## src/mstg_pkg.sv

```systemverilog
// Package for the multichannel sine tone generator.
// Holds shared constants, register indexes and the sine request type.
// No dependencies.
package mstg_pkg;

    // Default values for the top-level parameters.
    localparam int DEF_MAX_CHANNELS = 8;
    localparam int DEF_SAMPLE_WIDTH = 16;
    localparam int DEF_PHASE_WIDTH  = 32;

    // Configuration port geometry.
    localparam int CFG_ADDR_W = 8;
    localparam int CFG_DATA_W = 32;

    // Register indexes on the configuration port.
    localparam logic [CFG_ADDR_W-1:0] REG_PHASE_INC   = 8'd0;
    localparam logic [CFG_ADDR_W-1:0] REG_AMPLITUDE   = 8'd1;
    localparam logic [CFG_ADDR_W-1:0] REG_CHAN_COUNT  = 8'd2;
    localparam logic [CFG_ADDR_W-1:0] REG_OUT_CHANNEL = 8'd3;

    // Field widths of the registers and of the channel output field.
    localparam int PHASE_INC_W = 32;
    localparam int AMP_W       = 15;
    localparam int CCOUNT_W    = 4;
    localparam int CHAN_W      = 3;

    // Shared multiplier operand width and sine angle width.
    localparam int MUL_W   = 16;
    localparam int ANGLE_W = 16;

    // Quarter-wave polynomial coefficients (Q15 based).
    localparam logic [MUL_W-1:0] COEF_A = 16'd51472;
    localparam logic [MUL_W-1:0] COEF_B = 16'd21024;
    localparam logic [MUL_W-1:0] COEF_C = 16'd2320;

    // Request from the frame sequencer to the sine unit.
    typedef struct packed {
        logic               start;
        logic [ANGLE_W-1:0] angle;
        logic [AMP_W-1:0]   amplitude;
    } mstg_sine_req_t;

endpackage

```

## src/mstg_mul.sv

```systemverilog
// Shared unsigned multiplier with a registered product.
// Depends on mstg_pkg for the operand width.
module mstg_mul
(
    input  logic                          clk,
    input  logic [mstg_pkg::MUL_W-1:0]    a,
    input  logic [mstg_pkg::MUL_W-1:0]    b,
    output logic [2*mstg_pkg::MUL_W-1:0]  p
);
    import mstg_pkg::*;

    logic [2*MUL_W-1:0] p_reg;
    logic [2*MUL_W-1:0] p_next;

    // Full-width product of the selected operands.
    assign p_next = a * b;

    always_ff @(posedge clk)
    begin
        p_reg <= p_next;
    end

    assign p = p_reg;

endmodule

```

## src/mstg_sine.sv

```systemverilog
// Sine unit: evaluates amplitude times the quarter-wave sine polynomial
// with one shared multiplier under a small sequencer. Uses mstg_pkg, mstg_mul.
module mstg_sine
#(
    parameter int SAMPLE_WIDTH = mstg_pkg::DEF_SAMPLE_WIDTH
)
(
    input  logic                        clk,
    input  logic                        rst_n,
    input  mstg_pkg::mstg_sine_req_t    req,
    output logic                        done,
    output logic [SAMPLE_WIDTH-1:0]     sample
);
    import mstg_pkg::*;

    localparam logic [2:0] S_IDLE  = 3'd0;
    localparam logic [2:0] S_SQ    = 3'd1;
    localparam logic [2:0] S_CUBIC = 3'd2;
    localparam logic [2:0] S_T1    = 3'd3;
    localparam logic [2:0] S_T2    = 3'd4;
    localparam logic [2:0] S_AMP   = 3'd5;
    localparam logic [2:0] S_OUT   = 3'd6;

    logic [2:0]              state_reg, state_next;
    logic                    done_reg, done_next;
    logic [MUL_W-1:0]        x_reg, x_next;
    logic [MUL_W-1:0]        x2_reg, x2_next;
    logic [AMP_W-1:0]        amp_reg, amp_next;
    logic                    neg_reg, neg_next;
    logic [SAMPLE_WIDTH-1:0] sample_reg, sample_next;

    logic [MUL_W-1:0]        mul_a, mul_b;
    logic [2*MUL_W-1:0]      prod;
    logic [MUL_W-1:0]        prod_q15;
    logic [14:0]             frac_fold;
    logic [SAMPLE_WIDTH+14:0] scaled;
    logic [SAMPLE_WIDTH-1:0] mag;

    mstg_mul u_mul
    (
        .clk (clk),
        .a   (mul_a),
        .b   (mul_b),
        .p   (prod)
    );

    // Product shifted down by 15; every product here stays below 2^31.
    assign prod_q15 = prod[30:15];

    // Fold the angle into the first quadrant; odd quadrants mirror.
    assign frac_fold = req.angle[14] ? (15'd16384 - {1'b0, req.angle[13:0]})
                                     : {1'b0, req.angle[13:0]};

    // Scale the 15-bit magnitude to the sample width, truncating.
    assign scaled = ({{SAMPLE_WIDTH{1'b0}}, prod[29:15]} << SAMPLE_WIDTH) >> 16;
    assign mag    = scaled[SAMPLE_WIDTH-1:0];

    // Sequencer: one multiply per step.
    always_comb
    begin
        state_next  = state_reg;
        done_next   = 1'b0;
        x_next      = x_reg;
        x2_next     = x2_reg;
        amp_next    = amp_reg;
        neg_next    = neg_reg;
        sample_next = sample_reg;
        mul_a       = x_reg;
        mul_b       = x_reg;
        unique case (state_reg)
            S_IDLE:
            begin
                if (req.start)
                begin
                    x_next     = {frac_fold, 1'b0};
                    neg_next   = req.angle[15];
                    amp_next   = req.amplitude;
                    state_next = S_SQ;
                end
            end
            S_SQ:
            begin
                state_next = S_CUBIC;
            end
            S_CUBIC:
            begin
                x2_next    = prod_q15;
                mul_a      = COEF_C;
                mul_b      = prod_q15;
                state_next = S_T1;
            end
            S_T1:
            begin
                mul_a      = x2_reg;
                mul_b      = COEF_B - prod_q15;
                state_next = S_T2;
            end
            S_T2:
            begin
                mul_a      = x_reg;
                mul_b      = COEF_A - prod_q15;
                state_next = S_AMP;
            end
            S_AMP:
            begin
                mul_a      = {1'b0, amp_reg};
                mul_b      = prod_q15;
                state_next = S_OUT;
            end
            S_OUT:
            begin
                sample_next = neg_reg ? (~mag + 1'b1) : mag;
                done_next   = 1'b1;
                state_next  = S_IDLE;
            end
            default:
            begin
                state_next = S_IDLE;
            end
        endcase
    end

    // Control state.
    always_ff @(posedge clk or negedge rst_n)
    begin
        if (!rst_n)
        begin
            state_reg <= S_IDLE;
            done_reg  <= 1'b0;
        end
        else
        begin
            state_reg <= state_next;
            done_reg  <= done_next;
        end
    end

    // Datapath registers.
    always_ff @(posedge clk)
    begin
        x_reg      <= x_next;
        x2_reg     <= x2_next;
        amp_reg    <= amp_next;
        neg_reg    <= neg_next;
        sample_reg <= sample_next;
    end

    assign done   = done_reg;
    assign sample = sample_reg;

endmodule

```

## src/multichannel_sine_tone_generator.sv

```systemverilog
// Multichannel sine tone generator: a tick beat on the input stream asks for
// one interleaved frame. The block then computes one sine sample with a shared
// 16x16 multiplier over six sequencer steps, and emits one beat per channel in
// channel order, tlast on the final one. The first beat of a frame becomes
// valid once the sine unit signals done. The selected output channel
// carries amplitude times sine of the phase, all other channels carry zero,
// and a selected channel at or above the channel count gives an all-zero
// frame. The input is not ready until the last beat of the frame is taken.
// A tick beat with tick clear is taken and does nothing.
// The phase accumulator advances by phase_increment once per frame.
// Depends on mstg_pkg, mstg_sine and mstg_mul.
module multichannel_sine_tone_generator
#(
    parameter int MAX_CHANNELS = mstg_pkg::DEF_MAX_CHANNELS,
    parameter int SAMPLE_WIDTH = mstg_pkg::DEF_SAMPLE_WIDTH,
    parameter int PHASE_WIDTH  = mstg_pkg::DEF_PHASE_WIDTH,
    parameter int TDATA_WIDTH  = ((SAMPLE_WIDTH + mstg_pkg::CHAN_W + 7) / 8) * 8
)
(
    input  logic                             clk,
    input  logic                             rst_n,
    // Input stream; tdata bit 0: tick.
    input  logic                             s_axis_tvalid,
    output logic                             s_axis_tready,
    input  logic [7:0]                       s_axis_tdata,
    // Output stream; tdata from bit 0: sample, channel; then zero fill.
    output logic                             m_axis_tvalid,
    input  logic                             m_axis_tready,
    output logic [TDATA_WIDTH-1:0]           m_axis_tdata,
    output logic                             m_axis_tlast,
    // Configuration write channel.
    input  logic                             cfg_valid,
    output logic                             cfg_ready,
    input  logic [mstg_pkg::CFG_ADDR_W-1:0]  cfg_addr,
    input  logic [mstg_pkg::CFG_DATA_W-1:0]  cfg_data
);
    import mstg_pkg::*;

    localparam int CH_W  = (MAX_CHANNELS > 1) ? $clog2(MAX_CHANNELS) : 1;
    localparam int CNT_W = CCOUNT_W + 1;

    localparam logic [1:0] ST_IDLE = 2'd0;
    localparam logic [1:0] ST_CALC = 2'd1;
    localparam logic [1:0] ST_EMIT = 2'd2;

    logic [1:0]              state_reg, state_next;
    logic [PHASE_WIDTH-1:0]  phase_reg, phase_next;
    logic [PHASE_INC_W-1:0]  phase_inc_reg, phase_inc_next;
    logic [AMP_W-1:0]        amp_reg, amp_next;
    logic [CCOUNT_W-1:0]     ccount_reg, ccount_next;
    logic [CHAN_W-1:0]       out_chan_reg, out_chan_next;
    logic [CH_W-1:0]         ch_reg, ch_next;
    logic                    valid_reg, valid_next;
    logic [SAMPLE_WIDTH-1:0] beat_sample_reg, beat_sample_next;
    logic [CHAN_W-1:0]       beat_chan_reg, beat_chan_next;
    logic                    beat_last_reg, beat_last_next;

    logic                    in_beat, out_beat, cfg_beat;
    logic [CNT_W-1:0]        eff_count;
    logic [CH_W-1:0]         last_ch;
    logic [CH_W-1:0]         load_ch;
    logic                    load_beat;
    mstg_sine_req_t          sine_req;
    logic                    sine_done;
    logic [SAMPLE_WIDTH-1:0] tone;

    assign in_beat  = s_axis_tvalid && s_axis_tready;
    assign out_beat = m_axis_tvalid && m_axis_tready;
    assign cfg_beat = cfg_valid && cfg_ready;

    assign s_axis_tready = (state_reg == ST_IDLE);
    assign cfg_ready     = 1'b1;

    // Effective channel count: zero reads as one, saturate at the maximum.
    always_comb
    begin
        priority if (ccount_reg == '0)
            eff_count = CNT_W'(1);
        else if (CNT_W'(ccount_reg) > CNT_W'(MAX_CHANNELS))
            eff_count = CNT_W'(MAX_CHANNELS);
        else
            eff_count = CNT_W'(ccount_reg);
    end

    assign last_ch = CH_W'(eff_count - CNT_W'(1));

    // Sine request is issued on the accepted tick with the old phase.
    assign sine_req.start     = in_beat && s_axis_tdata[0];
    assign sine_req.angle     = phase_reg[PHASE_WIDTH-1 -: ANGLE_W];
    assign sine_req.amplitude = amp_reg;

    mstg_sine #(
        .SAMPLE_WIDTH (SAMPLE_WIDTH)
    ) u_sine (
        .clk    (clk),
        .rst_n  (rst_n),
        .req    (sine_req),
        .done   (sine_done),
        .sample (tone)
    );

    // Configuration register writes.
    always_comb
    begin
        phase_inc_next = phase_inc_reg;
        amp_next       = amp_reg;
        ccount_next    = ccount_reg;
        out_chan_next  = out_chan_reg;
        if (cfg_beat)
        begin
            unique case (cfg_addr)
                REG_PHASE_INC:   phase_inc_next = cfg_data[PHASE_INC_W-1:0];
                REG_AMPLITUDE:   amp_next       = cfg_data[AMP_W-1:0];
                REG_CHAN_COUNT:  ccount_next    = cfg_data[CCOUNT_W-1:0];
                REG_OUT_CHANNEL: out_chan_next  = cfg_data[CHAN_W-1:0];
                default:         ;
            endcase
        end
    end

    // Frame sequencer and output register.
    always_comb
    begin
        state_next       = state_reg;
        phase_next       = phase_reg;
        ch_next          = ch_reg;
        valid_next       = valid_reg;
        beat_sample_next = beat_sample_reg;
        beat_chan_next   = beat_chan_reg;
        beat_last_next   = beat_last_reg;
        load_beat        = 1'b0;
        load_ch          = ch_reg;
        unique case (state_reg)
            ST_IDLE:
            begin
                if (sine_req.start)
                begin
                    phase_next = phase_reg + PHASE_WIDTH'(phase_inc_reg);
                    state_next = ST_CALC;
                end
            end
            ST_CALC:
            begin
                if (sine_done)
                begin
                    load_beat  = 1'b1;
                    load_ch    = '0;
                    state_next = ST_EMIT;
                end
            end
            ST_EMIT:
            begin
                if (out_beat)
                begin
                    if (ch_reg == last_ch)
                    begin
                        valid_next = 1'b0;
                        state_next = ST_IDLE;
                    end
                    else
                    begin
                        load_beat = 1'b1;
                        load_ch   = ch_reg + 1'b1;
                    end
                end
            end
            default:
            begin
                state_next = ST_IDLE;
            end
        endcase

        // Fill the output register with the beat for channel load_ch.
        if (load_beat)
        begin
            ch_next          = load_ch;
            valid_next       = 1'b1;
            beat_chan_next   = CHAN_W'(load_ch);
            beat_last_next   = (load_ch == last_ch);
            beat_sample_next = (CNT_W'(load_ch) == CNT_W'(out_chan_reg)) ? tone : '0;
        end
    end

    // Control state.
    always_ff @(posedge clk or negedge rst_n)
    begin
        if (!rst_n)
        begin
            state_reg     <= ST_IDLE;
            phase_reg     <= '0;
            phase_inc_reg <= '0;
            amp_reg       <= '0;
            ccount_reg    <= CCOUNT_W'(1);
            out_chan_reg  <= '0;
            ch_reg        <= '0;
            valid_reg     <= 1'b0;
        end
        else
        begin
            state_reg     <= state_next;
            phase_reg     <= phase_next;
            phase_inc_reg <= phase_inc_next;
            amp_reg       <= amp_next;
            ccount_reg    <= ccount_next;
            out_chan_reg  <= out_chan_next;
            ch_reg        <= ch_next;
            valid_reg     <= valid_next;
        end
    end

    // Beat payload.
    always_ff @(posedge clk)
    begin
        beat_sample_reg <= beat_sample_next;
        beat_chan_reg   <= beat_chan_next;
        beat_last_reg   <= beat_last_next;
    end

    assign m_axis_tvalid = valid_reg;
    assign m_axis_tlast  = beat_last_reg;
    assign m_axis_tdata  = TDATA_WIDTH'({beat_chan_reg, beat_sample_reg});

endmodule

```

## config.mk

```make
export PLATFORM = sky130hd
export DESIGN_NAME = multichannel_sine_tone_generator
export DESIGN_NICKNAME = d
export VERILOG_FILES = /design/src/mstg_pkg.sv /design/src/mstg_mul.sv /design/src/mstg_sine.sv /design/src/multichannel_sine_tone_generator.sv
export SDC_FILE = /design/constraint.sdc
export NUM_CORES = 1
export LEC_CHECK = 0
export ABC_AREA = 1
export ABC_CLOCK_PERIOD_IN_PS = 17400
export BUFFER_PORTS_ARGS = -buffer_cell sky130_fd_sc_hd__buf_2
export CORE_MARGIN = 4
export CORE_UTILIZATION = 65
export DETAILED_ROUTE_END_ITERATION = 10
export HOLD_SLACK_MARGIN = 0.08
export PLACE_DENSITY = 0.83
export SLEW_MARGIN = 20
export SYNTH_ARGS = -nofsm -noshare
export SYNTH_HDL_FRONTEND = slang
export SYNTH_SLANG_ARGS = --single-unit
export TNS_END_PERCENT = 10
```

## constraint.sdc

```tcl
create_clock -name clk -period 17.4 [get_ports clk]
set_input_delay 0 -clock clk [delete_from_list [all_inputs] [get_ports clk]]
set_output_delay 0 -clock clk [all_outputs]
set_load 0.01 [all_outputs]
```

# Yosys cells after proc, flatten, opt, wreduce, memory -nomap -nowiden
# Cells that the tools add are included.
[op_classes]
addsub = 7
mul = 1
order_cmp = 1
eq_ne = 19
muxes = 26
n_bitwise = 1
n_reduce_logical = 19
[op_table]
columns = ["op", "count"]
rows = [
  ["$pmux 16 s3", 2],
  ["$add 32x32->32", 1],
  ["$mul 16x16->31", 1],
  ["$mux 3", 6],
  ["$pmux 3 s6", 1],
  ["$add 16x1->16 const B", 1],
  ["$eq 8x2->1 const B", 2],
  ["$not 15->16", 1],
  ["$sub 15x16->16 const A", 1],
  ["$sub 16x16->16 const A", 1],
  ["$mux 15", 1],
  ["$sub 15x14->15 const A", 1],
  ["$mux 14", 1],
  ["$reduce_and 2->1", 6],
  ["$eq 3x3->1", 3],
  ["$eq 3x3->1 const B", 3],
  ["$eq 8x1->1 const B", 1],
  ["$logic_not 8->1", 1],
  ["$mux 1", 8],
  ["$mux 2", 4],
  ["$eq 3x2->1 const B", 2],
  ["$ne 2x2->1 const B", 3],
  ["$pmux 2 s3", 1],
  ["$pmux 3 s2", 1],
  ["other kinds (16)", 21],
]
[totals]
register_bits = 210
inputBits = 53
out_inout_bits = 28
wordCells = 95

# Logic depth before layout (Yosys ltp)
[logic_depth]
word_depth = 10
ltp_mapped = 41
ltp_nobuf = 40

# Hierarchy
# A second synthesis with hierarchy kept.
[unflattened]
hier_cells = 2639
area_unflattened_um2 = 20727.4
[by_module_without_submodules]
columns = ["module", "instances", "cells_per_inst", "area_each_um2", "seq_area_each_um2"]
rows = [
  ["mstg_mul", 1, 1407, 10129.7, 640.6],
  ["multichannel_sine_tone_generator", 1, 779, 6567.5, 2904.0],
  ["mstg_sine", 1, 453, 4030.1, 1991.9],
]

# Worst setup path before layout
# No wires, ideal clock.
[synth_timing]
path_kind = "register -> register"
startpoint = "register u_sine.state_reg[0]"
endpoint = "register u_sine.u_mul.p_reg[30] (netlist: u_sine.u_mul.p[30])"
arrival_time_ns = 6.790
required_ns = 17.288
slack_ns = 10.498
stages_incl_launch_ff = 35
path_buffers = 1
synth_period_minus_slack_ns = 6.902
path_cell_list = "dfrtp_1 -> buf_2 -> nor2_1 -> nand2_1 -> ha_1 -> inv_1 -> nor2_1 -> nand3_1 -> o21ai_0 -> nand2_1 -> nand3_1 -> nand3_1 -> nand2_1 -> nand2_2 -> inv_1 -> nand2_1 -> fa_1 -> fa_1 -> inv_1 -> fa_1 -> fa_1 -> fa_1 -> inv_1 -> fa_1 -> inv_1 -> ha_1 -> a21oi_1 -> o21ai_0 -> a211oi_1 -> o21a_1 -> nand2_1 -> nand2_1 -> nand2_1 -> nand2_1 -> nand2_1"
[synth_between]
elab_chain_len = 4
elab_cells_between_ends = 8
classes_between = "mul: 1; eq/ne: 4; mux: 2; reduce/logical: 1"
[synth_lines]
columns = ["item", "line_no", "rtl"]
rows = [
  ["start: declaration", "mstg_sine.sv:24", "logic [2:0] state_reg, state_next;"],
  ["start signal: assignment", "mstg_sine.sv:133", "state_reg <= state_next;"],
  ["$eq 3x2->1 or $eq 3x3->1 (tied branches)", "mstg_sine.sv:70", "unique case (state_reg)"],
  ["$reduce_or 2->1 (no source line)", "-", ""],
  ["$pmux 16 s3", "mstg_sine.sv:70", ""],
  ["$mul 16x16->31 *", "mstg_mul.sv:16", "assign p_next = a * b;"],
  ["named net u_sine.u_mul.p_next[30]", "mstg_mul.sv:13", "logic [2*MUL_W-1:0] p_next;"],
  ["end signal: assignment", "mstg_mul.sv:20", "p_reg <= p_next;"],
  ["end: declaration", "mstg_mul.sv:12", "logic [2*MUL_W-1:0] p_reg;"],
]
# Mark *: on every way through the listed nets, which the timed path passes. The rest lies on a longest branch.
# A chain may end at the register's enable or synchronous reset.

# Final worst setup path
[layout_timing]
startpoint = "register u_sine.state_reg[0]"
endpoint = "register u_sine.u_mul.p_reg[27] (netlist: u_sine.u_mul.p[27])"
# The elaborated chain is that of the path after synthesis.

==> flow_summary_export.csv <==
group,metric,value,unit
logic_synthesis,synth_cell_types,58,
clock_network,ctsLongestPathBuffers,2,
sta,final_max_slew_viol_count,0,
logic_synthesis,syn_inst,2266,
routing,post_drt_wl_per_cell,18.32,um
logic_synthesis,synth_edf_count,83,
global_route,use_met2,0.5459,
clock_network,clock_sinks,195,
sta,setup_viol,0,
clock_network,ctsHoldBuffers,39,
cells_and_area,antenna_cells,0,
worst_setup_path,r2r_slack,8.99,ns
global_route,grtUsageMet3,0.05977,
logic_synthesis,synth_largest_type_area_fraction,0.2055,
logic_synthesis,synth_seq_cells,195,
global_route,grt-busiest-layer,"met2",
worst_setup_path,crit_path_start_kind,"flop",
worst_setup_path,cpLargestDelayFamily,"adder cells",
routing,wl,50410,um
logic_synthesis,synth_top_cells_by_area,"fa_1, edfxtp_1, dfrtp_1",
job,maxCapViolCount,0,
clock_network,clkLatencyLatePin,0.45,ns
worst_setup_path,critical_path.max_fanout,11,
worst_setup_path,cpPeakStageDelay,0.54,ns
floorplanning,core-area,28630,um^2
worst_setup_path,crit_type,"flop to flop",
cells_and_area,layout.nets,2741,
floorplanning,num_io_pins,81,
worst_setup_path,cp_data_arrival_time,8.74,ns
floorplanning,start_util,0.6570,
min_path,min_path_cells,6,
sta,fin_crit_sh,0.4834,
clock_network,ctsHtreeMaxLevel,4,
clock_network,cts-buffers-inserted,17,
worst_setup_path,crit_buf_inv,7,
sta,layout_min_cycle_time,8.411,ns
floorplanning,die_x,178.1,um
sta,skew,0.02236,ns
global_route,grt_first_pass_wirelength,81230,um
logic_synthesis,ys.warnings.count,0,
sta,hold_violations,0,
global_route,gr-usage-all-layers,0.3284,
global_route,antenna_found_initial,1,
worst_setup_path,cp_slowest_cell,"fa_1",
worst_setup_path,setup.worst_path.start,"u_sine.state_reg[0]",
min_path,min_to,"out_chan_reg[1]",
placed_design,portBuffers,67,
worst_setup_path,reg2reg_depth,34,
floorplanning,dieArea,31720,um^2
global_route,grt_overflow,0,
placed_design,place.gp.congestion,1.022,
sta,rsz0062_at_grt,"no",
logic_synthesis,syn_area_per_cell,8.299,um^2
clock_network,cts_setup_buffers,0,
sta,worst_pin_slew,0.9557,ns
worst_setup_path,required,17.72,ns
sta,fmax,118.9,MHz
min_path,hold_class,"input pin to flop",
routing,dr.first_iter.drc_count,1538,
clock_network,cts_resized,0,
logic_synthesis,synth_top_cell_by_area,"fa_1",
routing,ant_nets,0,
clock_network,clk_pin_slew_worst_paths,0.08,ns
logic_synthesis,async_flop_share,0.4923,
worst_setup_path,cp-end-kind,"flop",
cells_and_area,most-common-layout-cells,"nand2_1, inv_1, fa_1",
worst_setup_path,r2r_start,"u_sine.state_reg[0]",
logic_synthesis,ys.flop_type,"dfrtp_1",
sta,slew_headroom,0.3613,
logic_synthesis,syn_area,18810,um^2
sta,setup_tns,0,ns
floorplanning,row_count,62,
routing,firstDrtPassIters,5,
global_route,grt_start_max_net_pins,63,
floorplanning,die_y,178.1,um
run_status,outcome,"finished clean",
global_route,grt_pass1_vias,16140,
routing,via_per_inst,5.813,
routing,num_vias,15990,
worst_setup_path,reg2reg_to,"u_sine.u_mul.p[27]",
cells_and_area,drive_above_1_share,0.08154,
cells_and_area,layout_commonest_cell,"nand2_1",
min_path,min_from,"cfg_addr[3]",
logic_synthesis,ys_seq_area_frac,0.2774,
worst_setup_path,cp_common_cell,"inv_1",
routing,drc,0,
placed_design,dp_hpwl,39420,um
clock_network,clock-root-buffer,"clkbuf_16",
cells_and_area,syn_to_final_growth,8.849,%
cells_and_area,fillCellCount,2180,
global_route,use_met1,0.4202,
clock_network,cts_tree,"built",
-- cell type report --
| class | instances | area (um^2) | share of cell area |
|---|---|---|---|
| timing repair buffer | 117 | 820.8 | 0.04010 |
| tap | 384 | 480.5 | 0.02347 |
| clock buffer | 18 | 439.2 | 0.02145 |
| sequential | 195 | 5216 | 0.2548 |
| inverter | 442 | 1659 | 0.08105 |
| multi-input combinational | 1581 | 11680 | 0.5706 |
| clock inverter | 14 | 173.9 | 0.008496 |
-- per-stage QoR --
stage / instances / setup WS [ns] / cell area (um^2) / hold slack, ns / utilization
after floorplan: 2270 / 10.50 / 18820 / -0.2956 / -
after global placement: 2680 / 9.352 / 19460 / -0.04180 / 0.6797
after detailed placement: 2680 / 9.227 / 19460 / -0.03863 / 0.6797
after CTS: 2751 / 9.172 / 20470 / 0.08376 / 0.7151
after global routing: 2751 / 8.571 / 20470 / 0.1405 / 0.7151
final: 2751 / 8.989 / 20470 / 0.1046 / 0.7151
-- synth_stat cells, types with 3 or more instances --
cell type,n
o21ai_2,8
nand4_1,16
nand3b_1,8
ha_1,141
o21a_1,11
a21oi_1,73
nor2_2,7
a31oi_1,11
o21ai_0,113
buf_6,4
nor3_1,24
buf_4,8
nand3_2,5
fa_1,193
a221oi_1,3
a22o_1,3
nor4_1,6
clkbuf_1,26
xor2_1,38
buf_2,14
a221o_1,7
nand3_1,90
dfxtp_1,16
o22ai_1,4
inv_1,426
or2_2,12
o21bai_1,10
inv_2,14
xnor2_1,15
o211ai_1,4
a211oi_1,3
a21boi_0,3
nand2_1,514
a21o_1,5
nand2_2,10
o21ai_1,8
nor2_1,191
edfxtp_1,83
dfrtp_1,95
mux2_2,17
-- tightest hold or removal path: stages --
cell and delay, ns:
buf_2 0.08, or2_2 0.10, nor3b_1 0.06, nand2_1 0.14, nand2_1 0.06, o21ai_0 0.06
-- per-layer routing --
layer / vias up / routed length [um]
li1: 7314 / -
met1: 7665 / 19220
met2: 808 / 24300
met3: 203 / 4343
met4: 2 / 2530
met5: - / 13
-- worst max path at each step --
| stage | endpoint | slack, ns | cells after the start |
|---|---|---|---|
| after global placement | u_sine.u_mul.p[27] | 9.35 | 34 |
| after global routing | u_sine.u_mul.p[27] | 8.57 | 34 |
| after floorplan | u_sine.u_mul.p[30] | 10.50 | 34 |
| final | u_sine.u_mul.p[27] | 8.99 | 34 |
| after detailed placement | u_sine.u_mul.p[26] | 9.23 | 31 |
| after CTS | u_sine.u_mul.p[30] | 9.17 | 31 |
-- cells by family (layout without fill, tap and decap cells) --
kind of cell | count (synthesis) | after routing | synth area share
DFF | 195 | 195 | 0.2774
muxes | 17 | 17 | 0.01018
xor gates and xnor gates | 53 | 53 | 0.02468
AOI/OAI and AO/OA | 278 | 278 | 0.08703
and+or+nand+nor | 893 | 893 | 0.1983
adders and majority gates | 334 | 334 | 0.2993
buffers and inverters | 494 | 591 | 0.1027
other | 2 | 6 | 0.0003994
Power is left out: the tool's default activity adds up to more than one toggle a clock period on the data nets, which glitch-free logic cannot reach.
